File: src/design/sgs_pkg.sv
// ----------------------------------------------------------------------------
// sgs_pkg - shared types and constants of the silence gap segmenter
// Field widths, register indexes, reset values and small helpers.
// ----------------------------------------------------------------------------
package sgs_pkg;

    // field widths
    localparam int SAMPLE_W   = 16;
    localparam int CNT_W      = 32;
    localparam int SEG_W      = 16;
    localparam int BOUND_W    = 16;
    localparam int CU_W       = 2;
    localparam int CFG_ADDR_W = 3;
    localparam int CFG_DATA_W = 32;

    // sample lanes carried by one input beat
    localparam int LANES_IN     = 2;
    localparam int CHANNELS_DEF = 2;

    // beat layouts
    localparam int S_TDATA_W   = LANES_IN * SAMPLE_W;
    localparam int M_PAYLOAD_W = 2 + 2 * CNT_W + SEG_W;
    localparam int M_TDATA_W   = ((M_PAYLOAD_W + 7) / 8) * 8;

    // register reset values
    localparam logic [BOUND_W-1:0] BOUND_RST    = 16'd983;
    localparam logic [CNT_W-1:0]   GAP_RST      = 32'd88200;
    localparam logic [CNT_W-1:0]   OVR_RST      = 32'd0;
    localparam logic [CNT_W-1:0]   MIN_SEG_RST  = 32'd0;
    localparam logic [CU_W-1:0]    CU_RST       = 2'd2;
    localparam logic [SEG_W-1:0]   FIRST_SEG_RST = 16'd0;

    // register indexes
    typedef enum logic [CFG_ADDR_W-1:0] {
        REG_SILENCE_BOUNDARY     = 3'd0,
        REG_GAP_SAMPLES          = 3'd1,
        REG_OVERRIDE_SAMPLES     = 3'd2,
        REG_OVERRIDE_ENABLE      = 3'd3,
        REG_MIN_SEGMENT_FRAMES   = 3'd4,
        REG_DROP_QUIET           = 3'd5,
        REG_CHANNELS_USED        = 3'd6,
        REG_FIRST_SEGMENT_NUMBER = 3'd7
    } cfg_addr_t;

    // settings seen by the merge stage
    typedef struct packed {
        logic [CNT_W-1:0] gap_samples;
        logic [CNT_W-1:0] override_samples;
        logic             override_enable;
        logic [CNT_W-1:0] min_segment_frames;
        logic             drop_quiet;
        logic [CU_W-1:0]  channels_used;
    } cfg_t;

    // segment number preset from a register write
    typedef struct packed {
        logic             load;
        logic [SEG_W-1:0] value;
    } seg_preset_t;

    // one result beat
    typedef struct packed {
        logic [SEG_W-1:0] segment_number;
        logic [CNT_W-1:0] ended_kept_frames;
        logic [CNT_W-1:0] ended_frames;
        logic             split_here;
        logic             keep_frame;
    } result_t;

    // saturating increment of a frame or sample counter
    function automatic logic [CNT_W-1:0] sat_inc(input logic [CNT_W-1:0] x);
        return (x == '1) ? x : x + CNT_W'(1);
    endfunction

endpackage

File: src/design/silence_gap_segmenter_unit.sv
// ----------------------------------------------------------------------------
// silence_gap_segmenter_unit - audio silence gap segmenter
// Splits a stream of audio frames into segments at long silent runs.
// ----------------------------------------------------------------------------
// One frame beat per clock is taken while the result output is not stalled, and
// one result beat per frame is given: the lane detectors register a silence flag
// per sample, then the merge stage updates the silent run, makes the split
// decision and loads the result register. The throughput of one frame per cycle
// is set by the run and segment counter update in the merge stage. Registers are
// written through a plain write port and must only change while no frame is in
// flight; writing the first segment number also presets the current segment
// number.
// ----------------------------------------------------------------------------
module silence_gap_segmenter_unit import sgs_pkg::*; #(
    parameter int CHANNELS = CHANNELS_DEF
) (
    input  logic                  aclk,
    input  logic                  aresetn,
    // register write port
    input  logic                  cfg_we,
    input  logic [CFG_ADDR_W-1:0] cfg_addr,
    input  logic [CFG_DATA_W-1:0] cfg_wdata,
    // frame input
    input  logic                  s_tvalid,
    output logic                  s_tready,
    input  logic [S_TDATA_W-1:0]  s_tdata,  // sample_first, sample_second
    // result output
    output logic                  m_tvalid,
    input  logic                  m_tready,
    output logic [M_TDATA_W-1:0]  m_tdata   // keep_frame, split_here, ended_frames,
                                            // ended_kept_frames, segment_number, pad
);

    localparam int LANES = (CHANNELS < LANES_IN) ? CHANNELS : LANES_IN;

    logic [BOUND_W-1:0] boundary_reg;
    cfg_t               cfg_reg;
    seg_preset_t        preset;
    cfg_addr_t          addr;

    logic               s1_valid_reg, s1_valid_next;
    logic               out_free;
    logic               in_beat;
    logic [LANES-1:0]   quiet;
    result_t            result;

    // register writes
    assign addr = cfg_addr_t'(cfg_addr);

    always_ff @(posedge aclk) begin
        if (!aresetn) begin
            boundary_reg               <= BOUND_RST;
            cfg_reg.gap_samples        <= GAP_RST;
            cfg_reg.override_samples   <= OVR_RST;
            cfg_reg.override_enable    <= 1'b0;
            cfg_reg.min_segment_frames <= MIN_SEG_RST;
            cfg_reg.drop_quiet         <= 1'b0;
            cfg_reg.channels_used      <= CU_RST;
        end else if (cfg_we) begin
            unique case (addr)
                REG_SILENCE_BOUNDARY:     boundary_reg <= cfg_wdata[BOUND_W-1:0];
                REG_GAP_SAMPLES:          cfg_reg.gap_samples <= cfg_wdata[CNT_W-1:0];
                REG_OVERRIDE_SAMPLES:     cfg_reg.override_samples <= cfg_wdata[CNT_W-1:0];
                REG_OVERRIDE_ENABLE:      cfg_reg.override_enable <= cfg_wdata[0];
                REG_MIN_SEGMENT_FRAMES:   cfg_reg.min_segment_frames <= cfg_wdata[CNT_W-1:0];
                REG_DROP_QUIET:           cfg_reg.drop_quiet <= cfg_wdata[0];
                REG_CHANNELS_USED:        cfg_reg.channels_used <= cfg_wdata[CU_W-1:0];
                REG_FIRST_SEGMENT_NUMBER: ;
                default: ;
            endcase
        end
    end

    // segment number preset goes straight to the merge stage
    assign preset.load  = cfg_we && (addr == REG_FIRST_SEGMENT_NUMBER);
    assign preset.value = cfg_wdata[SEG_W-1:0];

    // handshake and lane stage valid
    assign out_free = !m_tvalid || m_tready;
    assign s_tready = !s1_valid_reg || out_free;
    assign in_beat  = s_tvalid && s_tready;

    always_comb begin
        if (in_beat) begin
            s1_valid_next = 1'b1;
        end else if (out_free) begin
            s1_valid_next = 1'b0;
        end else begin
            s1_valid_next = s1_valid_reg;
        end
    end

    always_ff @(posedge aclk) begin
        if (!aresetn) begin
            s1_valid_reg <= 1'b0;
        end else begin
            s1_valid_reg <= s1_valid_next;
        end
    end

    // lane detectors
    for (genvar g = 0; g < LANES; g++) begin : g_lane
        sgs_lane u_lane (
            .aclk     (aclk),
            .load     (s_tready),
            .sample   (s_tdata[g*SAMPLE_W +: SAMPLE_W]),
            .boundary (boundary_reg),
            .quiet    (quiet[g])
        );
    end

    // merge stage
    sgs_merge #(
        .CHANNELS (CHANNELS)
    ) u_merge (
        .aclk      (aclk),
        .aresetn   (aresetn),
        .cfg       (cfg_reg),
        .preset    (preset),
        .in_valid  (s1_valid_reg),
        .quiet     (quiet),
        .out_ready (m_tready),
        .out_valid (m_tvalid),
        .result    (result)
    );

    // result beat packing
    assign m_tdata = {(M_TDATA_W - M_PAYLOAD_W)'(0), result};

    // an empty output side never stalls the input
    a_ready_when_out_empty: assert property (@(posedge aclk) disable iff (!aresetn)
        !m_tvalid |-> s_tready)
        else $error("input stalled with empty output register");

    // an accepted beat always reaches the lane stage
    a_beat_in_lane_stage: assert property (@(posedge aclk) disable iff (!aresetn)
        (s_tvalid && s_tready) |=> s1_valid_reg)
        else $error("accepted beat lost before lane stage");

    // with silence skipping, the frame that opens a segment is dropped
    a_split_dropped_on_skip: assert property (@(posedge aclk) disable iff (!aresetn)
        (m_tvalid && result.split_here && cfg_reg.drop_quiet) |-> !result.keep_frame)
        else $error("split frame kept while skipping silence");

endmodule

File: src/design/sgs_lane.sv
// ----------------------------------------------------------------------------
// sgs_lane - per-lane silence detector
// Flags a sample whose magnitude is strictly below the boundary.
// ----------------------------------------------------------------------------
module sgs_lane import sgs_pkg::*; (
    input  logic                       aclk,
    input  logic                       load,
    input  logic signed [SAMPLE_W-1:0] sample,
    input  logic [BOUND_W-1:0]         boundary,
    output logic                       quiet
);

    logic [SAMPLE_W:0] mag;
    logic              quiet_next;
    logic              quiet_reg;

    // magnitude in one extra bit so that the most negative code fits
    always_comb begin
        if (sample[SAMPLE_W-1]) begin
            mag = (SAMPLE_W+1)'(0) - {sample[SAMPLE_W-1], sample};
        end else begin
            mag = {1'b0, sample};
        end
        quiet_next = mag < {1'b0, boundary};
    end

    // flag register, loads whenever the input side is ready, accepted beat or not
    always_ff @(posedge aclk) begin
        if (load) begin
            quiet_reg <= quiet_next;
        end
    end

    assign quiet = quiet_reg;

endmodule

File: src/design/sgs_merge.sv
// ----------------------------------------------------------------------------
// sgs_merge - run length merge and segment decision
// Combines the lane flags into the silent run, decides the split and keeps
// the segment counters; holds the result register.
// ----------------------------------------------------------------------------
module sgs_merge import sgs_pkg::*; #(
    parameter  int CHANNELS   = CHANNELS_DEF,
    localparam int LANES      = (CHANNELS < LANES_IN) ? CHANNELS : LANES_IN,
    localparam int LANE_CNT_W = $clog2(LANES + 1)
) (
    input  logic              aclk,
    input  logic              aresetn,
    input  cfg_t              cfg,
    input  seg_preset_t       preset,
    input  logic              in_valid,
    input  logic [LANES-1:0]  quiet,
    input  logic              out_ready,
    output logic              out_valid,
    output result_t           result
);

    logic [CNT_W-1:0]      run_reg, run_next;
    logic                  marked_reg, marked_next;
    logic [CNT_W-1:0]      frames_reg, frames_next;
    logic [CNT_W-1:0]      kept_reg, kept_next;
    logic [SEG_W-1:0]      seg_reg, seg_next;
    logic                  valid_reg, valid_next;
    result_t               result_reg, result_next;

    logic [CU_W-1:0]       lanes_req;
    logic [LANE_CNT_W-1:0] lanes_used;
    logic [LANE_CNT_W-1:0] trail;
    logic                  all_quiet;
    logic [CNT_W:0]        run_sum;
    logic                  marked_mid;
    logic                  min_ok;
    logic                  over_ok;
    logic                  split;
    logic                  keep;
    logic                  take;

    assign take = in_valid && (!valid_reg || out_ready);

    // lane count limited to the lanes present
    always_comb begin
        lanes_req = (cfg.channels_used == '0) ? CU_W'(1) : cfg.channels_used;
        if (lanes_req > CU_W'(LANES)) begin
            lanes_used = LANE_CNT_W'(LANES);
        end else begin
            lanes_used = LANE_CNT_W'(lanes_req);
        end
    end

    // trailing quiet count across the used lanes
    always_comb begin
        trail     = '0;
        all_quiet = 1'b1;
        for (int i = 0; i < LANES; i++) begin
            if (LANE_CNT_W'(i) < lanes_used) begin
                if (quiet[i]) begin
                    trail = trail + LANE_CNT_W'(1);
                end else begin
                    trail     = '0;
                    all_quiet = 1'b0;
                end
            end
        end
    end

    // run update, split decision and counter updates
    always_comb begin
        run_sum = {1'b0, run_reg} + (CNT_W+1)'(lanes_used);
        if (all_quiet) begin
            run_next = run_sum[CNT_W] ? '1 : run_sum[CNT_W-1:0];
        end else begin
            run_next = CNT_W'(trail);
        end

        marked_mid = (run_next == '0) ? 1'b0 : marked_reg;
        min_ok  = (cfg.min_segment_frames == '0) || (cfg.min_segment_frames <= frames_reg);
        over_ok = cfg.override_enable && (run_next > cfg.override_samples);
        split   = (run_next > cfg.gap_samples) && !marked_mid && (min_ok || over_ok);

        marked_next = split || marked_mid;
        keep        = !(cfg.drop_quiet && marked_next);

        if (split) begin
            seg_next    = seg_reg + SEG_W'(1);
            frames_next = CNT_W'(1);
            kept_next   = keep ? CNT_W'(1) : '0;
        end else begin
            seg_next    = seg_reg;
            frames_next = sat_inc(frames_reg);
            kept_next   = keep ? sat_inc(kept_reg) : kept_reg;
        end

        result_next.keep_frame        = keep;
        result_next.split_here        = split;
        result_next.ended_frames      = split ? frames_reg : '0;
        result_next.ended_kept_frames = split ? kept_reg : '0;
        result_next.segment_number    = seg_next;
    end

    // result valid
    always_comb begin
        if (take) begin
            valid_next = 1'b1;
        end else if (out_ready) begin
            valid_next = 1'b0;
        end else begin
            valid_next = valid_reg;
        end
    end

    // segment state and output valid
    always_ff @(posedge aclk) begin
        if (!aresetn) begin
            run_reg    <= '0;
            marked_reg <= 1'b0;
            frames_reg <= '0;
            kept_reg   <= '0;
            seg_reg    <= FIRST_SEG_RST;
            valid_reg  <= 1'b0;
        end else begin
            valid_reg <= valid_next;
            if (take) begin
                run_reg    <= run_next;
                marked_reg <= marked_next;
                frames_reg <= frames_next;
                kept_reg   <= kept_next;
            end
            if (preset.load) begin
                seg_reg <= preset.value;
            end else if (take) begin
                seg_reg <= seg_next;
            end
        end
    end

    // result payload
    always_ff @(posedge aclk) begin
        if (take) begin
            result_reg <= result_next;
        end
    end

    assign out_valid = valid_reg;
    assign result    = result_reg;

endmodule
File: config.mk
export PLATFORM = sky130hd
export DESIGN_NAME = silence_gap_segmenter_unit
export DESIGN_NICKNAME = d
export VERILOG_FILES = /design/src/design/sgs_pkg.sv /design/src/design/silence_gap_segmenter_unit.sv /design/src/design/sgs_lane.sv /design/src/design/sgs_merge.sv
export SDC_FILE = /design/constraint.sdc
export NUM_CORES = 1
export LEC_CHECK = 0
export ABC_AREA = 1
export ABC_CLOCK_PERIOD_IN_PS = 11900
export BUFFER_PORTS_ARGS = -buffer_cell sky130_fd_sc_hd__buf_2
export CORE_ASPECT_RATIO = 0.6
export CORE_MARGIN = 1.5
export CORE_UTILIZATION = 45
export DETAILED_ROUTE_END_ITERATION = 10
export SLEW_MARGIN = 20
export SYNTH_ARGS = -nofsm -noshare
export SYNTH_HDL_FRONTEND = slang
export SYNTH_SLANG_ARGS = --single-unit
File: constraint.sdc
create_clock -name aclk -period 11.9 [get_ports aclk]
set_input_delay 1.19 -clock aclk [delete_from_list [all_inputs] [get_ports aclk]]
set_output_delay 1.19 -clock aclk [all_outputs]
set_load 0.1 [all_outputs]
After elaboration in Yosys (flattened, before gate mapping)
Cells that the tools add are included.

Divide/modulo/power cells: 0. Bitwise logic cells: 0. Mux-type cells: 28. Shift-type cells: 0. Reduce and logical (&&, ||, !) cells: 32. Order comparisons: 8. Eq/ne operators: 12. Add/subtract/negate cells: 7. Multipliers: 0.

Operators with widths (count): $mux 32 (7); $add 32x1->32 const B (2); $eq 32x32->1 const B (2); $gt 32x32->1 (2); $logic_not 32->1 (2); $mux 16 (3); $lt 17x16->1 (2); $mux 17 (2); $sub 1x16->17 const A (2); $add 32x2->33 (1); $le 32x32->1 (1); $add 16x1->16 const B (1); $reduce_and 2->1 (8); $eq 3x3->1 const B (4); $mux 1 (11); $mux 2 (5); $logic_and 1x1->1 (7); $eq 3x2->1 const B (2); $ne 2x1->1 const B (3); $reduce_bool 2->1 (3); $logic_or 1x1->1 (5); $logic_not 1->1 (4); $lt 1x2->1 const A (2); $eq 3x1->1 const B (1); 5 further kinds (5).

Word-level logic and storage cells: 108. Register bits: 315. Memories: 0. Bits in writable memories: 0. Bits in latches: 0. Bits in read-only memories: 0.

Longest topological paths before layout
Word-level depth: 19. Gate-level depth with buffers: 31. Gate-level depth less buffers: 29.

Cells and area by module
A second synthesis with hierarchy kept.

Cells, all modules: 2878. Area, all modules: 19926.6 um^2.

By module, submodules not included: sgs_merge (instances 1, area each 13366.6 um^2, cells each 1881); silence_gap_segmenter_unit (instances 1, area each 4663.2 um^2, cells each 675); sgs_lane (instances 2, area each 948.4 um^2, cells each 161).

Worst setup path after synthesis
OpenSTA, ideal clock, no wires.

Path type: input-to-reg. Start: input m_tready. End: register u_merge.result_reg (netlist bit u_merge.result[0]) (enable). Arrival: 4.288 ns. Setup slack: 7.134 ns. Library setup time: 0.478 ns. Required time: 11.422 ns. Stages on the path: 6. Cells stage by stage: inv_1 nand2_1 nand2_1 inv_1 clkbuf_1 clkbuf_1.

Cells in the longest elaborated chain, start to end: 2.

RTL lines: start, declared (RTL line silence_gap_segmenter_unit.sv:29) `input logic m_tready,`; $logic_or 1x1->1 (RTL line sgs_merge.sv:42) `assign take = in_valid && (!valid_reg || out_ready);`; $logic_and 1x1->1 (RTL line sgs_merge.sv:42); named net u_merge.take (RTL line sgs_merge.sv:40) `logic take;`; end signal, assigned (RTL line sgs_merge.sv:143) `result_reg <= result_next;`; end, declared (RTL line sgs_merge.sv:28) `result_t result_reg, result_next;`.

The timed path passes the listed nets, and every way through them passes these cells. A chain may end at the register's enable or synchronous reset.

Worst setup path after layout
Start: register cfg_reg[1] (netlist bit). End: register u_merge.kept_reg[1].

Elaborated cells between the ends (all ways): 31. Those cells by class: add/sub: 2; order compare: 5; eq/ne: 2; mux: 12; reduce/logical: 10.

RTL lines: start, declared (RTL line silence_gap_segmenter_unit.sv:37) `cfg_t cfg_reg;`; $logic_not 2->1 (RTL line sgs_merge.sv:46) `lanes_req = (cfg.channels_used == '0) ? CU_W'(1) : cfg.channels_used;`; $mux 2 (*) (RTL line sgs_merge.sv:46); $gt 2x2->1 (RTL line sgs_merge.sv:47) `if (lanes_req > CU_W'(LANES)) begin`; $mux 2 (*) (RTL line sgs_merge.sv:47); branches (longest 4 deep; another with $add 32x2->33); $mux 32 (*) (RTL line sgs_merge.sv:73) `if (all_quiet) begin`; named net u_merge.run_next[31] (RTL line sgs_merge.sv:22) `logic [CNT_W-1:0] run_reg, run_next;`; branches (longest 9 deep; another with $gt 32x32->1); end signal, assigned (RTL line sgs_merge.sv:130) `kept_reg <= kept_next;`; end, declared (RTL line sgs_merge.sv:25) `logic [CNT_W-1:0] kept_reg, kept_next;`.

Mark *: on every way through the listed nets, which the timed path passes.

==> summary.md <==
| Metric | Value |
|---|---|
| Post-synth EDFFs | `84` |
| Setup Crit Path Kind | `flip-flop to flip-flop` |
| Via count | `17,000` |
| CTS Buf Count | `34` |
| Vias per std cell | `5.20` |
| Most frequent cells in the layout | `nand2_1, inv_1, nor2_1` |
| Critical path arrival | `6.60 ns` |
| DRC | `0` |
| Critical path's largest stage delay | `0.86 ns` |
| Family with the most delay on the worst path | `simple AND/OR/NAND/NOR gates` |
| Global route overflow | `0` |
| Critical Path Sink Type | `flip-flop` |
| Clock latency on the worst-skew pair | `approximately 0.53 ns` |
| Worst-path fanout max | `73` |
| Ports | `162` |
| Die Span X | `~270 um` |
| Worst path slowest cell | `nand3_2` |
| Bufs on Longest Clock Path | `3` |
| Hold Path Class | `flip-flop to flip-flop` |
| Post_cts resized | `0` |
| Placer congestion estimate | `0.945` |
| Final hold slack | `approximately 0.46 ns` |
| Synthesized area | `0.0187 mm2` |
| Slew @ Worst Pin | `between 1 and 1.5 ns` |
| Number of global-route vias before repair | `around 15,000` |
| Sequential area share after synthesis | `38.2%` |
| Antenna Nets Post-Route | `0` |
| Worst Path Buf+Inv | `3` |
| Final hold vios | `0` |
| Synth Register Bits | `314` |
| Max reg flops | `slightly below 100` |
| Asr flop ratio synth | `0%` |
| Worst-path clk slew | `0.06 ns` |
| Final setup TNS | `0 ns` |
| Final period util | `52.0%` |
| Port Buffers | `155` |
| Setup slack after placement | `5.73 ns` |
| Routed Wire Length | `~53,000 um` |
| Final setup viols | `0` |
| P per Cell Area | `132 mW/mm2` |
| Fmax | `0.162 GHz` |
| Proportion of layout cells with a drive suffix above 1 | `~9%` |
| Hold Buf Count CTS | `0` |
| Nets@finish | `2,885` |
| YS warnings | `0` |
| Global-route wire length before repair | `84,300 um` |
| Final Skew | `0.0246 ns` |
| CP Data Required Time | `12.31 ns` |
| DPL Wire Length | `38,800 um` |
| 1st-pass router iterations | `6` |
| Die Y | `161 um` |
| Total GRT Usage | `24.5%` |
| Core area | `slightly above 0.04 mm2` |
| Avg WL per Cell | `around 16 um` |
| Root Buffer | `clkbuf_16` |
| Synth cell types | `46` |
| H-tree depth | `2` |
| Postcts setup bufs | `0` |
| Outcome | `complete, no violations` |
| Tmin final | `6.19 ns` |
| Die ar. | `about 0.043 mm2` |
| Num rows | `57` |
| Clk sinks | `314` |
| Number of diodes | `0` |
| Area grow syn2layout | `11.8%` |
| TritonCTS clock tree | `yes` |
| CP Launch Type | `flip-flop` |
| Most frequent CP cell | `nor2_1` |
| Slew margin rel. | `30.4%` |
| Initial drt markers | `~1,400` |
| RSZ-0062 raised after global routing | `no` |
| Leak Pwr | `9.13 nW` |
| Synth Instances | `around 2,600` |
| Initial antenna violation count | `0` |
| Dominant synthesized flop cell | `dfxtp_1` |
| Peak supply drop | `slightly below 0.09 mV` |
| Mapped Avg Cell Area | `7.24 um2` |
| Min setup slack post-route | `approximately 5.7 ns` |
| Commonest non-fill, non-tap cell in the layout | `nand2_1` |
| Largest net degree at the start of global routing | `around 110` |
| Max-slew violation count | `0` |
| MaxCap Viol Count | `0` |
| Initial Util | `45.9%` |
==> kinds of logic (layout without fill, tap and decap cells) <==
| group | Yosys count | after routing | share of synthesized area [%] |
|---|---|---|---|
| xor gates and xnor gates | 101 | 101 | 4.74 |
| buffers and inverters | 483 | 603 | 10.3 |
| and+or+nand+nor | 1097 | 1097 | 25.1 |
| adders and majority gates | 134 | 134 | 9.02 |
| DFF | 314 | 314 | 38.2 |
| AOI/OAI and AO/OA | 449 | 449 | 12.6 |
| other | 1 | 6 | 0.0201 |
==> layout make-up <==
cell class,count,area [um2]
Sequential cell,314,7130
Fill cell,4056,19800
Tap cell,560,701
Multi-Input combinational cell,1787,9670
Inverter,378,1420
Timing Repair Buffer,164,846
Clock buffer,47,983
Clock inverter,14,130
==> final timing paths <==
path,from,end,slack (ns),cells after the start
worst min-delay path,cfg_reg[91],cfg_reg[91],0.46,2
worst max-delay path,cfg_reg[1],u_merge.kept_reg[1],5.71,25
worst max register to register,cfg_reg[1],u_merge.kept_reg[1],5.71,25
worst min register to register,cfg_reg[91],cfg_reg[91],0.46,2
==> stage by stage <==
step                cell area (um2)  instances  power [W]  util (%)
floorplan                     18700       2584    0.00157         -
global placement              19800       3203    0.00168      48.5
detailed placement            19800       3203    0.00169      48.5
CTS                           20900       3264    0.00278      51.3
global route                  20900       3264    0.00288      51.3
finish                        20900       3264    0.00275      51.3
==> routing by layer <==
metal / up-vias / share of wire [%] / global-route usage, %
li1: 8628 / - / -
met2: 510 / 40 / 34.4
met3: 65 / 6.5 / 3.71
met5: - / 0 / 0
met4: 0 / 1.9 / 5.58
met1: 7785 / 51 / 38.7
==> where the power goes <==
| group | internal [W] | leakage [nW] | switching (W) | total (W) |
|---|---|---|---|---|
| logic | 0.000123 | 5.95 | 0.000373 | 0.000496 |
| clock network | 0.000625 | 0.535 | 0.000454 | 0.00108 |
| registers | 0.00115 | 2.64 | 0.0000333 | 0.00118 |
| total | 0.00189 | 9.13 | 0.000861 | 0.00275 |
==> worst reg2reg max path, cell delays in order (launching register included) <==
cell and delay (ns):
dfxtp_1 0.39, inv_1 0.10, ha_1 0.23, fa_1 0.46, inv_1 0.12, nor2_2 0.06, nand2_2 0.10, nor2_4 0.06
nand3_4 0.26, nand3_1 0.15, nand2_1 0.15, inv_1 0.09, ha_1 0.30, nand2_1 0.07, nor2_1 0.16, nand4_1 0.28
a31oi_1 0.24, nor2_1 0.12, a21oi_1 0.18, nor2_1 0.07, nor2_1 0.21, nand2_4 0.45, nand2_2 0.49, nand3_2 0.86
nor2_1 0.38, nor2_1 0.08
==> Yosys cell counts (8+ instances only) <==
cell | count | area share, %
a21oi_1 | 233 | 6.2
clkbuf_1 | 62 | 1.2
o22ai_1 | 15 | 0.50
nand3b_1 | 8 | 0.32
xor2_1 | 85 | 4.0
nor4_1 | 34 | 1.1
nor3_1 | 63 | 1.7
nand4_1 | 73 | 2.4
dfxtp_1 | 230 | 25
xnor2_1 | 16 | 0.75
o21ai_0 | 160 | 4.3
o211ai_1 | 18 | 0.72
buf_2 | 19 | 0.51
nor2_1 | 304 | 6.1
buf_4 | 13 | 0.52
ha_1 | 133 | 8.9
edfxtp_1 | 84 | 14
nand3_1 | 71 | 1.9
nand2_1 | 516 | 10
inv_1 | 373 | 7.5
(Power assumes the default switching activity.)
